==> src/fqfe_pkg.sv <==
`timescale 1ns / 1ps
package fqfe_pkg;

  // Largest target name the block compares against
  localparam int unsigned NAME_MAX_DEF = 16;

  // Configuration register indexes
  localparam logic [1:0] CFG_NAME_LO  = 2'd0;
  localparam logic [1:0] CFG_NAME_HI  = 2'd1;
  localparam logic [1:0] CFG_NAME_LEN = 2'd2;

  // Scanner phases
  localparam logic [2:0] PH_NAME     = 3'd0;
  localparam logic [2:0] PH_VALUE    = 3'd1;
  localparam logic [2:0] PH_ESC1     = 3'd2;
  localparam logic [2:0] PH_ESC2     = 3'd3;
  localparam logic [2:0] PH_FINISHED = 3'd4;

  // Query status codes
  localparam logic [1:0] ST_OK       = 2'd0;
  localparam logic [1:0] ST_EMPTY    = 2'd1;
  localparam logic [1:0] ST_INVALID  = 2'd2;
  localparam logic [1:0] ST_NOTFOUND = 2'd3;

  // Special characters
  localparam logic [7:0] CH_EQ    = 8'h3D;
  localparam logic [7:0] CH_AMP   = 8'h26;
  localparam logic [7:0] CH_PLUS  = 8'h2B;
  localparam logic [7:0] CH_PCT   = 8'h25;
  localparam logic [7:0] CH_SPACE = 8'h20;

  // Target name as seen by the scanner
  typedef struct packed {
    logic [127:0] name_word;  // byte 0 in bits 7:0
    logic [4:0]   tlen;       // already clamped to the maximum
  } fqfe_tgt_t;

  // One result of the scanner
  typedef struct packed {
    logic       valid;
    logic       has_byte;
    logic [7:0] decoded_byte;
    logic       done_res;
    logic [1:0] status;
  } fqfe_res_t;

  // Hex digit decode: bit 4 flags a legal digit
  function automatic logic [4:0] hex_digit(input logic [7:0] b);
    logic [4:0] r;
    r = 5'd0;
    if (b >= 8'h30 && b <= 8'h39) begin
      r = {1'b1, 4'(b - 8'h30)};
    end else if (b >= 8'h61 && b <= 8'h66) begin
      r = {1'b1, 4'(b - 8'h57)};
    end else if (b >= 8'h41 && b <= 8'h46) begin
      r = {1'b1, 4'(b - 8'h37)};
    end
    return r;
  endfunction

endpackage

==> src/fqfe_cfg.sv <==
`timescale 1ns / 1ps
module fqfe_cfg import fqfe_pkg::*; #(
  parameter int unsigned NAME_MAX = NAME_MAX_DEF
) (
  input  logic        clk,
  input  logic        rst_n,
  input  logic        cfg_we,
  input  logic [1:0]  cfg_index,
  input  logic [63:0] cfg_data,
  output fqfe_tgt_t   tgt
);

  localparam logic [4:0] LEN_CAP = 5'(NAME_MAX);

  logic [63:0] name_lo_r;
  logic [63:0] name_hi_r;
  logic [4:0]  name_len_r;

  // Decode register writes
  always_ff @(posedge clk) begin
    if (!rst_n) begin
      name_lo_r  <= '0;
      name_hi_r  <= '0;
      name_len_r <= '0;
    end else if (cfg_we) begin
      unique case (cfg_index)
        CFG_NAME_LO:  name_lo_r  <= cfg_data;
        CFG_NAME_HI:  name_hi_r  <= cfg_data;
        CFG_NAME_LEN: name_len_r <= cfg_data[4:0];
        default: ;
      endcase
    end
  end

  // Clamp length to the supported maximum
  assign tgt.name_word = {name_hi_r, name_lo_r};
  assign tgt.tlen      = (name_len_r > LEN_CAP) ? LEN_CAP : name_len_r;

endmodule

==> src/fqfe_parse.sv <==
`timescale 1ns / 1ps
module fqfe_parse import fqfe_pkg::*; (
  input  logic       clk,
  input  logic       rst_n,
  input  logic       advance,
  input  logic [7:0] query_byte,
  input  logic       last_byte,
  input  fqfe_tgt_t  tgt,
  output fqfe_res_t  res
);

  logic [2:0] phase_r,    phase_nxt;
  logic [4:0] pos_r,      pos_nxt;
  logic       still_r,    still_nxt;
  logic [3:0] esc_hi_r,   esc_hi_nxt;
  logic       seen_r,     seen_nxt;
  logic       matched_r,  matched_nxt;

  logic [7:0] tbyte;
  logic [4:0] hx;
  logic       emit;
  logic [7:0] vbyte;
  logic       has;
  logic       done;
  logic [1:0] st;

  assign tbyte = tgt.name_word[{pos_r[3:0], 3'b000} +: 8];
  assign hx    = hex_digit(query_byte);

  // Next state and result for the byte in the input register
  always_comb begin
    phase_nxt   = phase_r;
    pos_nxt     = pos_r;
    still_nxt   = still_r;
    esc_hi_nxt  = esc_hi_r;
    seen_nxt    = seen_r;
    matched_nxt = matched_r;
    emit        = 1'b0;
    vbyte       = 8'd0;
    has         = 1'b0;
    done        = 1'b0;
    st          = ST_OK;

    unique case (phase_r)
      PH_NAME: begin
        if (query_byte == CH_EQ) begin
          matched_nxt = still_r && (pos_r == tgt.tlen);
          seen_nxt    = 1'b0;
          phase_nxt   = PH_VALUE;
          if (last_byte) begin
            done = 1'b1;
            st   = matched_nxt ? ST_EMPTY : ST_NOTFOUND;
          end
        end else if (query_byte == CH_AMP) begin
          done = 1'b1;
          st   = ST_INVALID;
        end else begin
          if (pos_r >= tgt.tlen || tbyte != query_byte) still_nxt = 1'b0;
          if (pos_r != 5'd31) pos_nxt = pos_r + 5'd1;
          if (last_byte) begin
            done = 1'b1;
            st   = ST_INVALID;
          end
        end
      end
      PH_VALUE: begin
        if (query_byte == CH_AMP) begin
          if (matched_r) begin
            done = 1'b1;
            st   = seen_r ? ST_OK : ST_EMPTY;
          end else begin
            // Unmatched pair: start over on the next name
            phase_nxt   = PH_NAME;
            pos_nxt     = 5'd0;
            still_nxt   = 1'b1;
            esc_hi_nxt  = 4'd0;
            seen_nxt    = 1'b0;
            matched_nxt = 1'b0;
            if (last_byte) begin
              done = 1'b1;
              st   = ST_NOTFOUND;
            end
          end
        end else if (query_byte == CH_PCT) begin
          phase_nxt = PH_ESC1;
          if (last_byte) begin
            done = 1'b1;
            st   = ST_INVALID;
          end
        end else begin
          emit  = 1'b1;
          vbyte = (query_byte == CH_PLUS) ? CH_SPACE : query_byte;
        end
      end
      PH_ESC1: begin
        if (!hx[4]) begin
          done = 1'b1;
          st   = ST_INVALID;
        end else begin
          esc_hi_nxt = hx[3:0];
          phase_nxt  = PH_ESC2;
          if (last_byte) begin
            done = 1'b1;
            st   = ST_INVALID;
          end
        end
      end
      PH_ESC2: begin
        if (!hx[4]) begin
          done = 1'b1;
          st   = ST_INVALID;
        end else begin
          emit      = 1'b1;
          vbyte     = {esc_hi_r, hx[3:0]};
          phase_nxt = PH_VALUE;
        end
      end
      default: ;
    endcase

    // Deliver decoded value bytes of the matched pair
    if (emit) begin
      if (matched_r) begin
        has      = 1'b1;
        seen_nxt = 1'b1;
      end
      if (last_byte) begin
        done = 1'b1;
        st   = matched_r ? ST_OK : ST_NOTFOUND;
      end
    end

    // Clear at query end, park after an early status
    if (last_byte) begin
      phase_nxt   = PH_NAME;
      pos_nxt     = 5'd0;
      still_nxt   = 1'b1;
      esc_hi_nxt  = 4'd0;
      seen_nxt    = 1'b0;
      matched_nxt = 1'b0;
    end else if (done) begin
      phase_nxt = PH_FINISHED;
    end
  end

  assign res.valid        = has || done;
  assign res.has_byte     = has;
  assign res.decoded_byte = has ? vbyte : 8'd0;
  assign res.done_res     = done;
  assign res.status       = done ? st : ST_OK;

  // Advance scanner state once per consumed byte
  always_ff @(posedge clk) begin
    if (!rst_n) begin
      phase_r   <= PH_NAME;
      pos_r     <= '0;
      still_r   <= 1'b1;
      esc_hi_r  <= '0;
      seen_r    <= 1'b0;
      matched_r <= 1'b0;
    end else if (advance) begin
      phase_r   <= phase_nxt;
      pos_r     <= pos_nxt;
      still_r   <= still_nxt;
      esc_hi_r  <= esc_hi_nxt;
      seen_r    <= seen_nxt;
      matched_r <= matched_nxt;
    end
  end

endmodule

==> src/form_query_field_extractor_top.sv <==
`timescale 1ns / 1ps
// Form query field extractor.
// Input channel (in_valid/in_ready): one raw byte of a name=value&... query
// per item, in_last_byte set on the final byte. Result channel
// (out_valid/out_ready): at most one item per input byte, carrying a
// decoded value byte of the first pair whose name equals the programmed
// name, and/or the final status of the query (ok, empty value, invalid
// format, name not found). Bytes that produce nothing yield no result item.
// Configuration: write cfg_data into register cfg_index with cfg_we while
// the block is idle (0: name bytes 0-7, 1: name bytes 8-15, 2: length).
// Timing: a byte accepted into the input register is scanned from there, and
// its result is loaded into the output register when the byte is consumed.
// Throughput is one byte per cycle unless a new result meets a held one that
// the receiver stalls; the scanner state loops through one small update.
// Reset (synchronous, rst_n low) empties both registers, returns the
// scanner to the start of a name and clears the programmed name.
// When the receiver stalls with a result held, the next byte waits in the
// input register and in_ready drops only if that byte also has a result.
module form_query_field_extractor_top import fqfe_pkg::*; #(
  parameter int unsigned NAME_MAX = NAME_MAX_DEF
) (
  input  logic        clk,
  input  logic        rst_n,
  input  logic        in_valid,
  output logic        in_ready,
  input  logic [7:0]  in_query_byte,
  input  logic        in_last_byte,
  output logic        out_valid,
  input  logic        out_ready,
  output logic        out_has_byte,
  output logic [7:0]  out_decoded_byte,
  output logic        out_done_res,
  output logic [1:0]  out_status,
  input  logic        cfg_we,
  input  logic [1:0]  cfg_index,
  input  logic [63:0] cfg_data
);

  logic       s1_valid_r;
  logic [7:0] s1_byte_r;
  logic       s1_last_r;
  logic       out_valid_r;
  fqfe_res_t  out_r;
  fqfe_tgt_t  tgt;
  fqfe_res_t  res;
  logic       advance;

  fqfe_cfg #(.NAME_MAX(NAME_MAX)) u_cfg (
    .clk       (clk),
    .rst_n     (rst_n),
    .cfg_we    (cfg_we),
    .cfg_index (cfg_index),
    .cfg_data  (cfg_data),
    .tgt       (tgt)
  );

  fqfe_parse u_parse (
    .clk        (clk),
    .rst_n      (rst_n),
    .advance    (advance),
    .query_byte (s1_byte_r),
    .last_byte  (s1_last_r),
    .tgt        (tgt),
    .res        (res)
  );

  // Consume the held byte unless its result has nowhere to go
  assign advance  = s1_valid_r && (!res.valid || !out_valid_r || out_ready);
  assign in_ready = !s1_valid_r || advance;

  // Input register
  always_ff @(posedge clk) begin
    if (!rst_n) begin
      s1_valid_r <= 1'b0;
    end else if (in_ready) begin
      s1_valid_r <= in_valid;
    end
  end

  always_ff @(posedge clk) begin
    if (in_valid && in_ready) begin
      s1_byte_r <= in_query_byte;
      s1_last_r <= in_last_byte;
    end
  end

  // Result register: load on a new result, drop when taken
  always_ff @(posedge clk) begin
    if (!rst_n) begin
      out_valid_r <= 1'b0;
    end else if (advance && res.valid) begin
      out_valid_r <= 1'b1;
    end else if (out_ready) begin
      out_valid_r <= 1'b0;
    end
  end

  always_ff @(posedge clk) begin
    if (advance && res.valid) begin
      out_r <= res;
    end
  end

  assign out_valid        = out_valid_r;
  assign out_has_byte     = out_r.has_byte;
  assign out_decoded_byte = out_r.decoded_byte;
  assign out_done_res     = out_r.done_res;
  assign out_status       = out_r.status;

  // A held result always carries a byte or a status
  a_out_nonempty: assert property (@(posedge clk) disable iff (!rst_n)
    out_valid_r |-> (out_r.has_byte || out_r.done_res))
    else $error("result item with neither byte nor status");

  // Decoded byte and status are zero when not flagged
  a_out_clean: assert property (@(posedge clk) disable iff (!rst_n)
    out_valid_r |-> ((out_r.has_byte || out_r.decoded_byte == 8'd0) &&
                     (out_r.done_res || out_r.status == ST_OK)))
    else $error("unflagged result field is not zero");

  // A consumed byte with a result shows up on the output next cycle
  a_res_lands: assert property (@(posedge clk) disable iff (!rst_n)
    (advance && res.valid) |=> out_valid_r)
    else $error("result lost between scanner and output register");

  // A stalled byte stays in the input register
  a_s1_hold: assert property (@(posedge clk) disable iff (!rst_n)
    (s1_valid_r && !advance) |=> (s1_valid_r && $stable(s1_byte_r) && $stable(s1_last_r)))
    else $error("stalled input byte lost");

  // Never stall the scanner while the output slot is free
  a_no_idle_stall: assert property (@(posedge clk) disable iff (!rst_n)
    (s1_valid_r && !out_valid_r) |-> advance)
    else $error("scanner stalled with empty output register");

endmodule
==> config.mk <==
export PLATFORM = sky130hd
export DESIGN_NAME = form_query_field_extractor_top
export DESIGN_NICKNAME = d
export VERILOG_FILES = /design/src/fqfe_pkg.sv /design/src/fqfe_cfg.sv /design/src/fqfe_parse.sv /design/src/form_query_field_extractor_top.sv
export SDC_FILE = /design/constraint.sdc
export NUM_CORES = 1
export LEC_CHECK = 0
export BUFFER_PORTS_ARGS = -buffer_cell sky130_fd_sc_hd__buf_2
export CAP_MARGIN = 20
export CELL_PAD_IN_SITES_DETAIL_PLACEMENT = 1
export CELL_PAD_IN_SITES_GLOBAL_PLACEMENT = 2
export CORE_MARGIN = 5
export CORE_UTILIZATION = 33
export DETAILED_ROUTE_END_ITERATION = 8
export PLACE_DENSITY = 0.8
export SLEW_MARGIN = 0
export SYNTH_ARGS = -nofsm -noshare
export SYNTH_HDL_FRONTEND = slang
export SYNTH_SLANG_ARGS = --single-unit
==> constraint.sdc <==
create_clock -name clk -period 3 [get_ports clk]
set_input_delay 0.3 -clock clk [delete_from_list [all_inputs] [get_ports clk]]
set_output_delay 0.3 -clock clk [all_outputs]
set_load 0.05 [all_outputs]
==> results.md <==
* Ys Warns at 0
* Final hold viol count at 0
* Grt ovf at 0
* Part of the power in the clock network at 0.434
* CTS Buf Count at 17
* Pwr dens at approximately 520 mW/mm^2
* Met1 wire length at around 11,000 um
* Vias after detailed routing at 6,829
* Diode count at 0
* Logic pwr share at 0.095
* Clock Skews at 0.0179 ns
* Ys flop type: dfxtp_1
* Synth Area in Compound Gates at 0.188
* Final #Nets at roughly 1,100
* Largest family of logic cells by synthesized area: simple AND/OR/NAND/NOR gates
* Psw at approximately 1.4 mW
* Setup TNS at 0 ns
* WS Path Type: register to output pin
* TritonCTS clock tree: built
* EDFF count, synth at 21
* DPL Wire Length at about 17,000 um
* Port Buffers at a little over 90
* Worst VDD drop at 0.244 mV
* Post-route minimum period at ~2.9 ns
* Mapped cell area at approximately 0.0083 mm^2
* Routed Antenna Nets at 0
* Area contributors post-synth: dfxtp_1, nand2_1, a21boi_0
* Drt via density at 5.12
* I/O pin cnt at between 90 and 100
* Count leader, synth: nand2_1
* Core Area at approximately 0.024 mm^2
* Internal power at between 3 and 4 mW
* Post-synthesis async set-or-reset flop share at 0
* Largest net degree at the start of global routing at 81
* Initial Util at 0.337
* Critical Path RT at 2.70 ns
* Final number of max-transition violations at 0
* Die Height at ~170 um
* Worst-Margin Slew at just over 1 ns
* Initial antenna violation count at 0
* Status: completed
* Post-synthesis simple-gate area fraction at 0.195
* Flop pwr share at 0.471
* DRC viols at 0
* Maximum clock rate at around 350 MHz
* Die Wd at approximately 170 um
* Layout cells sized above 1 at 0.234
* Hold path cells at 1
* Seq cells post-synth at 171
* Top cell type's share of synthesized area at 0.364
* Final WL at roughly 25,000 um
* Clock buffer depth at 2
* Detailed Route Iter0 Violations at 297
* Avg Synthesized Cell Area at 9.18 um^2
* Post-route insts no fill at around 1,300
* Leading area contributor after synthesis: dfxtp_1
* Startpoint types: register
* Post-synthesis sequential area ratio at 0.440
* H-Tree Level Count at 4
* Clock Root Buffer: clkbuf_16
* Cells after Synth at approximately 900
* Final Cell Area at around 0.010 mm^2
* Post-synthesis xor/xnor area fraction at 0.0127
* Crit. End Element: output pin
* Placed Area at between 0.009 and 0.01 mm^2
* Worst reg2reg path depth at 10
* WHS at a little under 0.04 ns
* Synth Net Count at 990
* Routability cong. at 0.818
* GRT Total Usage at 0.175
* Distinct cells, synth at 67
* CTS clk-pin slew, worst paths at 0.07 ns
* Die area at 0.0283 mm^2
* Worst Path Max Fanout at 5
* Clock latency on the worst-skew pair at 0.45 ns
* Synth cell count leaders: nand2_1, dfxtp_1, a21boi_0
* Placed insts at around 1,300
* Post-Synth Adder-Cell Area at 0.0167
* Total power at 5.17 mW
* Final period utilization at 0.960
* Slew headroom at 0.311
* Initial DRT Pass Iterations at 4
* Leakage Power at 3.59 nW
* CTS sink cnt at between 150 and 200
* First-pass GRT wire length at a little under 40,000 um
* Area Growth Syn to Fin at 20.6%
* Worst path arrival time at roughly 2.6 ns
* Routed length on met2 at 12,600 um
* Max-Cap Viols at 0
* Uppermost layer routed: met4
* Multiplexer area fraction after synthesis at 0.111
* Drt wl/cell at 18.5 um
* Switching part of the total at 0.275
* Row Count at 57
* Worst Hold Class: primary input to register
* Final Setup Violations at 0
* Wire length on met3 at a little over 700 um
* Number of global-route vias before repair at a little over 7,000
## final cells by class
| type | count | area [um^2] |
|---|---|---|
| fillers | 2869 | 14500 |
| multi-input cells | 653 | 4380 |
| flip-flops and latches | 171 | 3630 |
| repair buffers | 143 | 887 |
| clock buffers | 18 | 439 |
| well taps | 324 | 405 |
| clock inverters | 14 | 169 |
| inverters | 10 | 37.5 |
## power groups by stage
stage	registers, mW	logic, mW	clock network (mW)
after global routing	2.44	0.544	2.41
after detailed placement	2.49	0.484	0
after CTS	2.44	0.492	2.31
after floorplan	2.48	0.277	0
final	2.44	0.490	2.25
after global placement	2.48	0.475	0
## routing by layer
| metal | vias up | GRT usage |
|---|---|---|
| met4 | 0 | 0.0409 |
| met2 | 102 | 0.309 |
| li1 | 3309 | - |
| met5 | - | 0 |
| met3 | 17 | 0.0333 |
| met1 | 3401 | 0.222 |
## placed cells by master (no fill, tap or decap), drive strengths merged, types with 4 or more instances in the layout
| master | count |
|---|---|
| mux2i | 17 |
| mux4 | 33 |
| a211oi | 9 |
| nand3 | 7 |
| nand2 | 276 |
| clkbuf | 18 |
| a22oi | 6 |
| nor2b | 14 |
| edfxtp | 21 |
| o21ai | 13 |
| buf | 143 |
| dfxtp | 150 |
| or2 | 4 |
| inv | 18 |
| nor3 | 6 |
| clkinv | 5 |
| nor2 | 29 |
| ha | 11 |
| a21boi | 133 |
| xnor2 | 10 |
| and2 | 5 |
| a21oi | 16 |
| o21a | 4 |
## registers in the layout, summed over array words and instances (netlist names)
name,flops
out_decoded_byte,8
out_done_res,1
out_has_byte,1
out_status,2
out_valid,1
s1_byte_r,8
s1_last_r,1
s1_valid_r,1
u_cfg.name_hi_r,64
u_cfg.name_len_r,5
u_cfg.name_lo_r,64
u_parse.esc_hi_r,4
u_parse.matched_r,1
u_parse.phase_r,3
u_parse.pos_r,5
u_parse.seen_r,1
u_parse.still_r,1
## stage by stage
stage,util,setup slack (ns)
final,0.407,0.120
after global routing,0.407,-0.0269
after CTS,0.405,0.000526
after detailed placement,0.377,-0.0262
after global placement,0.377,0.0832
after floorplan,-,0.104
## logic make-up after synthesis
logic type,count (synthesis)
compound gates,208
xor+xnor,12
fa+ha+maj,11
buf+inv,75
flops,171
mux,50
simple gates,372
## path summary, 6_finish.rpt
kind                                          start                   to  slack (ns)
worst max-delay path                   s1_byte_r[1]             in_ready        0.12
worst min-delay path                   in_last_byte            s1_last_r        0.04
worst max register to register         s1_byte_r[1]   u_parse.phase_r[0]        0.17
worst min register to register  u_cfg.name_lo_r[54]  u_cfg.name_lo_r[54]        0.46
## worst max-delay path, stage by stage, from the launching register on
cell	delay, ns
edfxtp_1	0.45
inv_2	0.11
ha_2	0.21
or3b_2	0.12
nand4b_1	0.19
or3_4	0.41
a21oi_1	0.17
o21ai_2	0.09
or2_4	0.24
buf_6	0.15
## what timing repair did
item | CTS | global route
gates resized for setup | 11 | 6
endpoints found under the setup margin | 10 | 1
gates cloned | 0 | 0
pin swaps | 2 | 0
setup buffers | 5 | 3
hold buffers | 0 | 0
No activity file was read; power rests on OpenSTA's default activity.
